## src/rtl/sesi_pkg.sv

```systemverilog
`timescale 1ns / 1ps
package sesi_pkg;

	localparam int COORD_BITS_DEF = 16;
	localparam int MAX_DABS_DEF   = 64;
	localparam int LEFT_W         = 21;   // carried leftover, 1/16 px
	localparam int SPACING_W      = 16;
	localparam int SPACE16_W      = SPACING_W + 4;
	localparam logic [SPACING_W-1:0] SPACING_RESET = 16'd16;

	// status of an iterative unit
	typedef struct packed {
		logic busy;
		logic done;
	} sesi_unit_stat_t;

endpackage

```

## src/rtl/sesi_div.sv

```systemverilog
`timescale 1ns / 1ps
module sesi_div import sesi_pkg::*; #(
	parameter int NW = 45,
	parameter int DW = 21
) (
	input  logic          clk,
	input  logic          arst_n,
	input  logic          start,
	input  logic [NW-1:0] num,
	input  logic [DW-1:0] den,
	output sesi_unit_stat_t stat,
	output logic [NW-1:0] quot,
	output logic [DW-1:0] rem
);
	localparam int CW = $clog2(NW + 1);

	logic [DW-1:0] rem_q;
	logic [NW-1:0] quo_q;
	logic [DW-1:0] den_q;
	logic [CW-1:0] cnt_q;
	logic          busy_q, done_q;
	logic [DW:0]   shifted, diff;

	// one quotient bit a cycle, restoring
	assign shifted = {rem_q, quo_q[NW-1]};
	assign diff    = shifted - {1'b0, den_q};

	always_ff @(posedge clk or negedge arst_n) begin
		if (!arst_n) begin
			busy_q <= 1'b0;
			done_q <= 1'b0;
			cnt_q  <= '0;
		end else begin
			done_q <= 1'b0;
			if (start) begin
				busy_q <= 1'b1;
				cnt_q  <= CW'(NW);
			end else if (busy_q) begin
				cnt_q <= cnt_q - CW'(1);
				if (cnt_q == CW'(1)) begin
					busy_q <= 1'b0;
					done_q <= 1'b1;
				end
			end
		end
	end

	always_ff @(posedge clk) begin
		if (start) begin
			rem_q <= '0;
			quo_q <= num;
			den_q <= den;
		end else if (busy_q) begin
			if (!diff[DW]) begin
				rem_q <= diff[DW-1:0];
				quo_q <= {quo_q[NW-2:0], 1'b1};
			end else begin
				rem_q <= shifted[DW-1:0];
				quo_q <= {quo_q[NW-2:0], 1'b0};
			end
		end
	end

	assign stat.busy = busy_q;
	assign stat.done = done_q;
	assign quot      = quo_q;
	assign rem       = rem_q;

endmodule

```

## src/rtl/sesi_sqrt.sv

```systemverilog
`timescale 1ns / 1ps
module sesi_sqrt import sesi_pkg::*; #(
	parameter int RW = 21
) (
	input  logic            clk,
	input  logic            arst_n,
	input  logic            start,
	input  logic [2*RW-1:0] rad,
	output sesi_unit_stat_t stat,
	output logic [RW-1:0]   root
);
	localparam int CW = $clog2(RW + 1);

	logic [2*RW-1:0] rad_q;
	logic [RW:0]     rem_q;
	logic [RW-1:0]   root_q;
	logic [CW-1:0]   cnt_q;
	logic            busy_q, done_q;
	logic [RW+2:0]   r2, trial, diff;

	// digit by digit: two radicand bits in, one root bit out
	assign r2    = {rem_q, rad_q[2*RW-1 -: 2]};
	assign trial = {1'b0, root_q, 2'b01};
	assign diff  = r2 - trial;

	always_ff @(posedge clk or negedge arst_n) begin
		if (!arst_n) begin
			busy_q <= 1'b0;
			done_q <= 1'b0;
			cnt_q  <= '0;
		end else begin
			done_q <= 1'b0;
			if (start) begin
				busy_q <= 1'b1;
				cnt_q  <= CW'(RW);
			end else if (busy_q) begin
				cnt_q <= cnt_q - CW'(1);
				if (cnt_q == CW'(1)) begin
					busy_q <= 1'b0;
					done_q <= 1'b1;
				end
			end
		end
	end

	always_ff @(posedge clk) begin
		if (start) begin
			rad_q  <= rad;
			rem_q  <= '0;
			root_q <= '0;
		end else if (busy_q) begin
			rad_q <= {rad_q[2*RW-3:0], 2'b00};
			if (r2 >= trial) begin
				rem_q  <= diff[RW:0];
				root_q <= {root_q[RW-2:0], 1'b1};
			end else begin
				rem_q  <= r2[RW:0];
				root_q <= {root_q[RW-2:0], 1'b0};
			end
		end
	end

	assign stat.busy = busy_q;
	assign stat.done = done_q;
	assign root      = root_q;

endmodule

```

## src/rtl/stroke_equal_spacing_interpolator.sv

```systemverilog
`timescale 1ns / 1ps
// Brush dab interpolator: pen points in, dabs at equal arc spacing out.
// Input channel in_valid/in_ready carries one pen point per beat; output
// channel out_valid/out_ready carries one dab per beat. cfg_wr_en writes
// dab_spacing (whole px, 0 acts as 1) in the cycle it is high; write only
// while idle.
// A point that opens a stroke gives one dab, valid the cycle after accept.
// Any other point: the squared length on the shared multiplier, then the
// square root, the dab count on the shared divider, then per dab one
// multiply and one divider pass for each of x and y, plus the output beat.
// The divider (DDW = 56 bits at defaults) runs one quotient bit a cycle.
// One point is in work at a time: in_ready is high only when idle.
// Up to MAX_DABS_PER_POINT dabs per point; the rest are dropped and flagged.
// A stalled receiver holds the dab in the output register and the
// sequencer waits. Reset clears the held point, the leftover and spacing
// (back to 16), and leaves the block idle; in_ready stays low during reset
// and rises the cycle after it is released.
module stroke_equal_spacing_interpolator import sesi_pkg::*; #(
	parameter int MAX_DABS_PER_POINT = MAX_DABS_DEF,
	parameter int COORD_BITS         = COORD_BITS_DEF
) (
	input  logic                         clk,
	input  logic                         arst_n,
	input  logic                         cfg_wr_en,
	input  logic [SPACING_W-1:0]         cfg_wr_data,
	input  logic                         in_valid,
	output logic                         in_ready,
	input  logic signed [COORD_BITS-1:0] pos_x,
	input  logic signed [COORD_BITS-1:0] pos_y,
	input  logic [9:0]                   pen_pressure,
	input  logic                         new_stroke,
	output logic                         out_valid,
	input  logic                         out_ready,
	output logic signed [COORD_BITS-1:0] dab_x,
	output logic signed [COORD_BITS-1:0] dab_y,
	output logic [9:0]                   dab_pressure,
	output logic                         last_of_run,
	output logic                         truncated
);
	localparam int CB   = COORD_BITS;
	localparam int DXW  = CB + 1;
	localparam int SQW  = 2 * CB + 2;
	localparam int RW   = CB + 5;
	localparam int EW   = $clog2(MAX_DABS_PER_POINT + 1);
	localparam int TW   = ((RW > LEFT_W) ? RW : LEFT_W) + 1;
	localparam int TTW  = (((SPACE16_W + EW) > LEFT_W) ? (SPACE16_W + EW) : LEFT_W) + 1;
	localparam int MBW  = (TTW > DXW) ? TTW : DXW;
	localparam int PW   = 2 * MBW;
	localparam int DDW  = (PW > TW) ? PW : TW;
	localparam int DVW  = (RW > SPACE16_W) ? RW : SPACE16_W;

	typedef enum logic [9:0] {
		S_IDLE = 10'b0000000001,
		S_SQX  = 10'b0000000010,
		S_SQY  = 10'b0000000100,
		S_ROOT = 10'b0000001000,
		S_CNT  = 10'b0000010000,
		S_MULX = 10'b0000100000,
		S_DIVX = 10'b0001000000,
		S_MULY = 10'b0010000000,
		S_DIVY = 10'b0100000000,
		S_OUT  = 10'b1000000000
	} state_t;

	state_t state_q;

	logic                  ready_q;
	logic [SPACING_W-1:0]  spacing_q;
	logic                  have_prev_q;
	logic signed [CB-1:0]  prev_x_q, prev_y_q, next_x_q, next_y_q;
	logic [9:0]            prev_p_q, next_p_q;
	logic [LEFT_W-1:0]     left_q;
	logic signed [DXW-1:0] dx_q, dy_q;
	logic [SQW-1:0]        acc_q;
	logic [RW-1:0]         len_q;
	logic [EW-1:0]         emit_q, n_q;
	logic                  trunc_q;
	logic signed [TTW-1:0] t_q;
	logic [PW-1:0]         mag_q;
	logic                  neg_q, go_q;
	logic                  out_valid_q, last_q, trunc_out_q;
	logic signed [CB-1:0]  dab_x_q, dab_y_q;
	logic [9:0]            dab_p_q;

	logic [SPACE16_W-1:0]  s16;
	logic signed [MBW-1:0] mul_a, mul_b;
	logic signed [PW-1:0]  mul_p;
	logic [SQW-1:0]        sq_sum;
	logic [TW-1:0]         total, cnt;
	logic [CB-1:0]         q_lo, q_sgn;
	logic                  accept, root_go, div_start;
	logic [DDW-1:0]        div_num;
	logic [DVW-1:0]        div_den;
	logic [DDW-1:0]        quot;
	logic [DVW-1:0]        rem;
	logic [RW-1:0]         root;
	sesi_unit_stat_t       div_stat, root_stat;

	assign s16    = {((spacing_q == '0) ? SPACING_W'(1) : spacing_q), 4'b0000};
	assign accept = in_valid && in_ready;

	// shared multiplier: squares, then dx*t and dy*t per dab
	always_comb begin
		mul_a = ((state_q == S_SQX) || (state_q == S_MULX)) ? MBW'(dx_q) : MBW'(dy_q);
		unique case (state_q)
			S_SQX:   mul_b = MBW'(dx_q);
			S_SQY:   mul_b = MBW'(dy_q);
			default: mul_b = MBW'(t_q);
		endcase
	end
	assign mul_p  = mul_a * mul_b;
	assign sq_sum = acc_q + mul_p[SQW-1:0];

	assign root_go = (state_q == S_ROOT) && root_stat.done && (root != '0);
	assign total   = TW'(root) + TW'(left_q);
	assign div_start = go_q || root_go;
	assign div_num = (state_q == S_ROOT) ? DDW'(total - TW'(1)) : DDW'(mag_q);
	assign div_den = (state_q == S_ROOT) ? DVW'(s16) : DVW'(len_q);
	assign cnt     = quot[TW-1:0];
	assign q_lo    = quot[CB-1:0];
	assign q_sgn   = neg_q ? (CB'(0) - q_lo) : q_lo;

	sesi_sqrt #(.RW(RW)) u_sqrt (
		.clk    (clk),
		.arst_n (arst_n),
		.start  (state_q == S_SQY),
		.rad    ({sq_sum, 8'h00}),
		.stat   (root_stat),
		.root   (root)
	);

	sesi_div #(.NW(DDW), .DW(DVW)) u_div (
		.clk    (clk),
		.arst_n (arst_n),
		.start  (div_start),
		.num    (div_num),
		.den    (div_den),
		.stat   (div_stat),
		.quot   (quot),
		.rem    (rem)
	);

	always_ff @(posedge clk or negedge arst_n) begin
		if (!arst_n) begin
			state_q     <= S_IDLE;
			ready_q     <= 1'b0;
			spacing_q   <= SPACING_RESET;
			have_prev_q <= 1'b0;
			prev_x_q    <= '0;
			prev_y_q    <= '0;
			prev_p_q    <= '0;
			left_q      <= '0;
			out_valid_q <= 1'b0;
			go_q        <= 1'b0;
			emit_q      <= '0;
			n_q         <= '0;
		end else begin
			ready_q <= 1'b1;
			go_q    <= 1'b0;
			if (cfg_wr_en)
				spacing_q <= cfg_wr_data;
			unique case (state_q)
				S_IDLE: begin
					if (accept) begin
						if (new_stroke || !have_prev_q) begin
							have_prev_q <= 1'b1;
							prev_x_q    <= pos_x;
							prev_y_q    <= pos_y;
							prev_p_q    <= pen_pressure;
							left_q      <= '0;
							emit_q      <= EW'(1);
							n_q         <= EW'(1);
							out_valid_q <= 1'b1;
							state_q     <= S_OUT;
						end else begin
							state_q <= S_SQX;
						end
					end
				end
				S_SQX: state_q <= S_SQY;
				S_SQY: state_q <= S_ROOT;
				S_ROOT: begin
					if (root_stat.done) begin
						if (root == '0) begin
							prev_x_q <= next_x_q;
							prev_y_q <= next_y_q;
							prev_p_q <= next_p_q;
							state_q  <= S_IDLE;
						end else begin
							state_q <= S_CNT;
						end
					end
				end
				S_CNT: begin
					if (div_stat.done) begin
						left_q <= LEFT_W'(rem) + LEFT_W'(1);
						n_q    <= EW'(1);
						emit_q <= (cnt > TW'(MAX_DABS_PER_POINT)) ?
							EW'(MAX_DABS_PER_POINT) : cnt[EW-1:0];
						if (cnt == '0) begin
							prev_x_q <= next_x_q;
							prev_y_q <= next_y_q;
							prev_p_q <= next_p_q;
							state_q  <= S_IDLE;
						end else begin
							state_q <= S_MULX;
						end
					end
				end
				S_MULX: begin
					go_q    <= 1'b1;
					state_q <= S_DIVX;
				end
				S_DIVX: if (div_stat.done) state_q <= S_MULY;
				S_MULY: begin
					go_q    <= 1'b1;
					state_q <= S_DIVY;
				end
				S_DIVY: begin
					if (div_stat.done) begin
						out_valid_q <= 1'b1;
						state_q     <= S_OUT;
					end
				end
				S_OUT: begin
					if (out_ready) begin
						out_valid_q <= 1'b0;
						if (n_q == emit_q) begin
							prev_x_q <= next_x_q;
							prev_y_q <= next_y_q;
							prev_p_q <= next_p_q;
							state_q  <= S_IDLE;
						end else begin
							n_q     <= n_q + EW'(1);
							state_q <= S_MULX;
						end
					end
				end
				default: state_q <= S_IDLE;
			endcase
		end
	end

	// datapath registers
	always_ff @(posedge clk) begin
		if (accept) begin
			next_x_q <= pos_x;
			next_y_q <= pos_y;
			next_p_q <= pen_pressure;
			dx_q     <= DXW'(pos_x) - DXW'(prev_x_q);
			dy_q     <= DXW'(pos_y) - DXW'(prev_y_q);
			dab_x_q  <= pos_x;
			dab_y_q  <= pos_y;
			dab_p_q  <= pen_pressure;
			last_q      <= 1'b1;
			trunc_out_q <= 1'b0;
		end
		if (state_q == S_SQX)
			acc_q <= mul_p[SQW-1:0];
		if (root_go)
			len_q <= root;
		if ((state_q == S_CNT) && div_stat.done) begin
			trunc_q <= cnt > TW'(MAX_DABS_PER_POINT);
			t_q     <= TTW'(s16) - TTW'(left_q);
		end
		if ((state_q == S_MULX) || (state_q == S_MULY)) begin
			neg_q <= mul_p[PW-1];
			mag_q <= mul_p[PW-1] ? (PW'(0) - mul_p) : mul_p;
		end
		if ((state_q == S_DIVX) && div_stat.done)
			dab_x_q <= prev_x_q + q_sgn;
		if ((state_q == S_DIVY) && div_stat.done) begin
			dab_y_q     <= prev_y_q + q_sgn;
			dab_p_q     <= prev_p_q;
			last_q      <= (n_q == emit_q);
			trunc_out_q <= trunc_q;
		end
		if ((state_q == S_OUT) && out_ready)
			t_q <= t_q + TTW'(s16);
	end

	assign in_ready     = ready_q && (state_q == S_IDLE);
	assign out_valid    = out_valid_q;
	assign dab_x        = dab_x_q;
	assign dab_y        = dab_y_q;
	assign dab_pressure = dab_p_q;
	assign last_of_run  = last_q;
	assign truncated    = trunc_out_q;

	a_no_overlap: assert property (@(posedge clk) disable iff (!arst_n)
		in_ready |-> !out_valid) else $error("input taken while dab pending");
	a_out_state: assert property (@(posedge clk) disable iff (!arst_n)
		out_valid |-> (state_q == S_OUT)) else $error("dab shown outside output state");
	a_div_free: assert property (@(posedge clk) disable iff (!arst_n)
		div_start |-> !div_stat.busy) else $error("divider restarted while busy");
	a_run_count: assert property (@(posedge clk) disable iff (!arst_n)
		(out_valid && out_ready && !last_of_run) |=> !in_ready)
		else $error("run ended before its last dab");

endmodule

```

## config.mk

```make
export PLATFORM = sky130hd
export DESIGN_NAME = stroke_equal_spacing_interpolator
export DESIGN_NICKNAME = d
export VERILOG_FILES = /design/src/rtl/sesi_pkg.sv /design/src/rtl/sesi_div.sv /design/src/rtl/sesi_sqrt.sv /design/src/rtl/stroke_equal_spacing_interpolator.sv
export SDC_FILE = /design/constraint.sdc
export NUM_CORES = 2
export LEC_CHECK = 0
export ABC_AREA = 1
export BUFFER_PORTS_ARGS = -buffer_cell sky130_fd_sc_hd__clkbuf_2
export CAP_MARGIN = 20
export CORE_MARGIN = 8
export CORE_UTILIZATION = 40
export CTS_BUF_LIST = sky130_fd_sc_hd__clkbuf_16
export CTS_CLUSTER_SIZE = 16
export DETAILED_ROUTE_END_ITERATION = 10
export PLACE_DENSITY_LB_ADDON = 0.25
export SYNTH_ARGS = -nofsm -noshare
export SYNTH_HDL_FRONTEND = slang
export SYNTH_SLANG_ARGS = --single-unit
```

## constraint.sdc

```tcl
create_clock -name clk -period 22.2 [get_ports clk]
set_clock_uncertainty 0.05 [all_clocks]
set_input_delay 1.11 -clock clk [delete_from_list [all_inputs] [get_ports clk]]
set_output_delay 1.11 -clock clk [all_outputs]
set_load 0.02 [all_outputs]
```

# Word-level counts from Yosys, hierarchy flattened
# Index checks and enable logic that the tools add are counted.
op_classes:
  n_addsub: 17
  n_eq_ne: 24
  mux: 100
  n_lt_le_gt_ge: 2
  mul: 1
  n_reduce_logical: 33
ops:
  columns: ["op", "count"]
  rows:
  - ["$mux W16", 22]
  - ["$mux W10", 17]
  - ["$mux W56", 3]
  - ["$pmux W16 S4", 2]
  - ["$pmux W10 S10", 1]
  - ["$mux W21", 4]
  - ["$mux W28", 3]
  - ["$mux W42", 2]
  - ["$mul A28 B28 Y56", 1]
  - ["$pmux W28 S2", 1]
  - ["$sub A1 B56 Y56 const A", 1]
  - ["$mux W55", 1]
  - ["$mux W7", 7]
  - ["$pmux W21 S2", 1]
  - ["$pmux W10 S4", 1]
  - ["$add A34 B34 Y34", 1]
  - ["$sub A16 B16 Y17", 2]
  - ["$add A16 B16 Y16", 2]
  - ["$add A28 B20 Y28", 1]
  - ["$ge A24 B23 Y1", 1]
  - ["$mux W6", 4]
  - ["$mux W1", 23]
  - ["$sub A22 B1 Y23 const B", 1]
  - ["$add A21 B21 Y22", 1]
  - ["other kinds (46)", 74]
word_totals:
  word_cells: 219
  out_inout_bits: 46
  regBits: 558

# Logic depth before layout (Yosys ltp)
logic_depth:
  depth_word: 6
  ltp_mapped: 49
  mapped_depth_nobuf: 48

# By module
# Synthesis repeated with hierarchy kept, for this count alone.
unflattened:
  hier_cells: 7240
  hier_area_um2: 57276.2
modules_own_cells:
  columns: ["module", "area_each_um2", "instances", "cells_per_inst"]
  rows:
  - ["stroke_equal_spacing_interpolator", 46095.5, 1, 5736]
  - ["sesi_div", 5904.4, 1, 769]
  - ["sesi_sqrt", 5276.3, 1, 735]

# Worst setup path before layout
# No wires, ideal clock.
synth_path:
  kind: "reg2reg"
  startpoint: "register state_q[8]"
  endpoint: "register u_sqrt.rad_q[40] (data pin)"
  stages_incl_launch_ff: 40
  arrival_time_ns: 8.783
  n_path_buf: 2
  setup_slack_ns: 13.113
  synth_period_minus_slack_ns: 9.087
  required_time_ns: 21.896
  path_cell_list: "dfrtp_1 -> nor2_2 -> nand2_1 -> nand3b_4 -> nand2_4 -> clkbuf_2 -> nand2_1 -> o21ai_1 -> inv_2 -> clkbuf_1 -> nor2_1 -> inv_1 -> fa_1 -> fa_1 -> fa_1 -> fa_1 -> inv_1 -> fa_1 -> [4 not listed] -> nand2_1 -> nor2_1 -> nand2_1 -> nor2_1 -> nand2_1 -> inv_1 -> o21ai_0 -> nand2_1 -> inv_1 -> ha_1 -> inv_1 -> nor3_1 -> and2_1 -> nand3_1 -> o2111ai_1 -> or2_2 -> nand3_1 -> nand2_1"
synth_between:
  elab_chain_len: 6
  word_cells_on_any_way: 9
  cone_classes: "add/sub: 1; mul: 1; eq/ne: 3; mux: 3; reduce/logical: 1"
synth_rtl:
  columns: ["item", "line_no", "rtl"]
  rows:
  - ["start: declaration", "stroke_equal_spacing_interpolator.sv:65", "state_t state_q;"]
  - ["start signal: assignment", "stroke_equal_spacing_interpolator.sv:145", "state_q <= S_IDLE;"]
  - ["start signal: assignment", "stroke_equal_spacing_interpolator.sv:174", "state_q <= S_OUT;"]
  - ["start signal: assignment", "stroke_equal_spacing_interpolator.sv:176", "state_q <= S_SQX;"]
  - ["$eq A10 B2 Y1 or $eq A10 B6 Y1 (tied branches)", "stroke_equal_spacing_interpolator.sv:104, stroke_equal_spacing_interpolator.sv:105", null]
  - ["$logic_or A1 B1 Y1", "stroke_equal_spacing_interpolator.sv:104", "mul_a = ((state_q == S_SQX) || (state_q == S_MULX)) ? MBW'(dx_q) : MBW'(dy_q);"]
  - ["$mux W28", "stroke_equal_spacing_interpolator.sv:104", null]
  - ["$mul A28 B28 Y56 *", "stroke_equal_spacing_interpolator.sv:111", "assign mul_p = mul_a * mul_b;"]
  - ["named net mul_p[31]", "stroke_equal_spacing_interpolator.sv:87", "logic signed [PW-1:0] mul_p;"]
  - ["$add A34 B34 Y34 *", "stroke_equal_spacing_interpolator.sv:112", "assign sq_sum = acc_q + mul_p[SQW-1:0];"]
  - ["$mux W42 *", "sesi_sqrt.sv:47", "if (start) begin"]
  - ["end signal: assignment", "sesi_sqrt.sv:48", "rad_q <= rad;"]
  - ["end signal: assignment", "sesi_sqrt.sv:52", "rad_q <= {rad_q[2*RW-3:0], 2'b00};"]
  - ["end: declaration", "sesi_sqrt.sv:14", "logic [2*RW-1:0] rad_q;"]
# The timed path passes the listed nets; every way through them passes the cells marked *.
# A chain may end at the register's enable or synchronous reset.

# Final worst setup path
layout_path:
  startpoint: "register state_q[1]"
  endpoint: "register mag_q[41] (data pin)"
layout_between:
  elab_chain_len: 6
  word_cells_on_any_way: 9
  cone_classes: "add/sub: 1; mul: 1; eq/ne: 3; mux: 3; reduce/logical: 1"
layout_rtl:
  columns: ["item", "line_no", "rtl"]
  rows:
  - ["$eq A10 B2 Y1 or $eq A10 B6 Y1 (tied branches)", "stroke_equal_spacing_interpolator.sv:104, stroke_equal_spacing_interpolator.sv:105", null]
  - ["$logic_or A1 B1 Y1", "stroke_equal_spacing_interpolator.sv:104", null]
  - ["$mux W28", "stroke_equal_spacing_interpolator.sv:104", null]
  - ["$mul A28 B28 Y56 *", "stroke_equal_spacing_interpolator.sv:111", null]
  - ["$sub A1 B56 Y56", "stroke_equal_spacing_interpolator.sv:268", "mag_q <= mul_p[PW-1] ? (PW'(0) - mul_p) : mul_p;"]
  - ["$mux W55 *", "stroke_equal_spacing_interpolator.sv:268", null]
  - ["end signal: assignment", "stroke_equal_spacing_interpolator.sv:268", null]
  - ["end: declaration", "stroke_equal_spacing_interpolator.sv:79", "logic [PW-1:0] mag_q;"]
# Mark *: on every way between the ends. The rest lies on a longest branch, timed or not.

==> metrics.txt <==
status=finished clean; # nets final=7834; wire length per cell=19.59 µm; cells after synthesis=6736; Highest Clock Rate=82.64 MHz; clk slew on worst S/H paths=60 ps; setup bufs post-CTS=0; crit end category=flip-flop; cts hold-fix bufs=0; Setup crit start=state_q[1]; Initial DRC Count=3484; Final Max Slew Viols=0; R2R Path End=mag_q[41]; Top-Level Pins=110; Yosys top cell area share=20.47%; drc violations=0; top_reg_cell synth=edfxtp_1; CP max stage cell=inv_1; Mapped Area=55550 µm²; Clock Latency Late Sink=670 ps; clock buffer depth=3; Startpoint Class=flip-flop; sum of negative setup slack=0 ps; die height=388.7 µm; #FFs+latches synth=558; Yosys cell types=75; most frequent cells in the layout=1403 x nand2_1, 1226 x inv_1, 714 x nor2_1; worst setup path end=mag_q[41]; crit path DAT=12440 ps; commonest non-fill, non-tap cell in the layout=nand2_1; via count=45104; Max transition margin=25.11%; Final min period=12100 ps; post-layout util=43.84%; GP Congestion=0.9501; Die X=388.7 µm; Final Hold Vio Count=0; Critical Path Max Stage Delay=860 ps; Worst R2R Start=state_q[1]; Syn-to-layout area delta=8.637%; post-route ant nets=0; total grt overflow=0; Num CTS Buffers=68; first-pass GRT wire length=267500 µm; EDFF count, synth=372; Setup Crit Path Kind=reg2reg; depth of the worst register-to-register path=38; cell mode on critical path=inv_1; dpl hpwl=136600 µm; first-pass detailed-route iteration total=5; Via density=5.214; total global-route track usage=22.40%; H-tree depth=3; largest net degree at the start of global routing=85; core footprint=137700 µm²; Crit Path Max Fanout=42; largest area contributor in the netlist=fa_1; Async SR Flop Fraction=21.86%; synth top area cells=fa_1 20%, edfxtp_1 20%, nand2_1 9.5%; Post-CTS Resized=0; initial antenna violation count=1; vias in the first global route=45730; Avg Cell Area, Syn=8.247 µm²; Std-Cell Rows=136; Starting Density=40.35%; RSZ-0062 raised after global routing=no; Post-Route WL=169400 µm; Synth Warn #=0; Hold Path Class=reg2reg; Final period util=54.51%; Seq/Total Area, Yosys=27.91%; n_diodes=0; # setup viols final=0; maxcap violations=0; ratio of cells with drive above 1 in the final layout=6.170%; Root Buffer=clkbuf_16; actual slew at the worst max-slew pin=1115 ps; Die ar.=151100 µm²; reg2reg setup slack=10100 ps; CTS Sinks=558; worst endpoint required time=22540 ps; TritonCTS clock tree=yes; Port Buffers=109
-- Yosys cell counts, drive strengths merged (16+ instances only) --
| library cell | number |
|---|---|
| nand2 | 1435 |
| inv | 1248 |
| nor2 | 743 |
| fa | 568 |
| ha | 398 |
| a21oi | 383 |
| edfxtp | 372 |
| o21ai | 364 |
| nand3 | 227 |
| xor2 | 135 |
| dfrtp | 120 |
| clkbuf | 113 |
| xnor2 | 79 |
| dfxtp | 64 |
| buf | 60 |
| nand4 | 56 |
| nor3 | 53 |
| o22ai | 49 |
| mux2i | 38 |
| a31oi | 28 |
| or2 | 22 |
| nor4 | 21 |
| a21boi | 20 |
| o21bai | 19 |
| o211ai | 16 |
-- kinds of logic (layout without fill, tap and decap cells) --
family                   count (synthesis)  after routing  share of synthesized area (%)
AND/OR/NAND/NOR                       2582           2582                          19.35
other                                    2              3                        0.01352
adder cells (fa/ha/maj)                966            966                          29.43
XOR/XNOR                               214            214                          3.387
multiplexers                            38             38                         0.6847
AO/OA/AOI/OAI                          943            943                          9.358
flip-flops                             558            558                          27.91
buffers and inverters                 1433           1552                          9.860
-- layout make-up --
cell class	instances	area, µm²
tap	1794	2245
clock inverter	52	449.2
sequential	558	15510
timing repair buffer	170	1035
fill	13792	77310
multi-input combinational	4746	34630
inverter	1260	4736
clock buffer	70	1752
-- stage by stage --
stage | hold slack (ps) | worst slack (ps) | cell area (µm²) | instances
2_1_floorplan | 358.2 | 13110 | 55560 | 6737
3_3_place_gp | 362.3 | 10400 | 58100 | 8525
3_5_place_dp | 364.6 | 10080 | 58140 | 8527
4_1_cts | 378.9 | 10040 | 60340 | 8649
5_1_grt | 400.3 | 9247 | 60350 | 8650
6_report | 378.0 | 10100 | 60350 | 8650
-- state kept, by name (all words and copies together), names as in the netlist, 17 cells and up --
signal and flops:
acc_q 34, dx_q 17, u_sqrt.rem_q 22, u_div.den_q 21, u_div.quot 56, left_q 21, u_div.rem 21, mag_q 56
u_sqrt.rad_q 34, u_sqrt.root 21, len_q 21, dy_q 17, t_q 28
-- layer usage --
layer	part of all wire, %	track usage (%)	routed length [µm]
met1	44	30.40	74280
met2	46	36.78	78170
met3	6.0	2.854	10140
met4	4.0	8.124	6833
met5	0	0	0
-- critical path: cells and delay by family (launching register included) --
family | cells | cell delay, ps
AND/OR/NAND/NOR | 16 | 3490
flip-flops | 1 | 420
XOR/XNOR | 1 | 150
adder cells (fa/ha/maj) | 9 | 4670
buffers and inverters | 10 | 2300
AO/OA/AOI/OAI | 2 | 700
-- how the worst min path moves through the flow --
stage	from	endpoint	slack [ps]	depth (start not counted)
floorplan	u_sqrt.root[14]	len_q[14]	360	0
global placement	u_sqrt.root[4]	len_q[4]	360	0
detailed placement	u_sqrt.root[14]	len_q[14]	360	0
CTS	arst_n	prev_p_q[7]	380	1
global route	u_sqrt.root[14]	len_q[14]	400	0
finish	u_sqrt.root[14]	len_q[14]	380	0
Power is left out: the tool's default activity adds up to more than one toggle a clock period on the data nets, which glitch-free logic cannot reach.
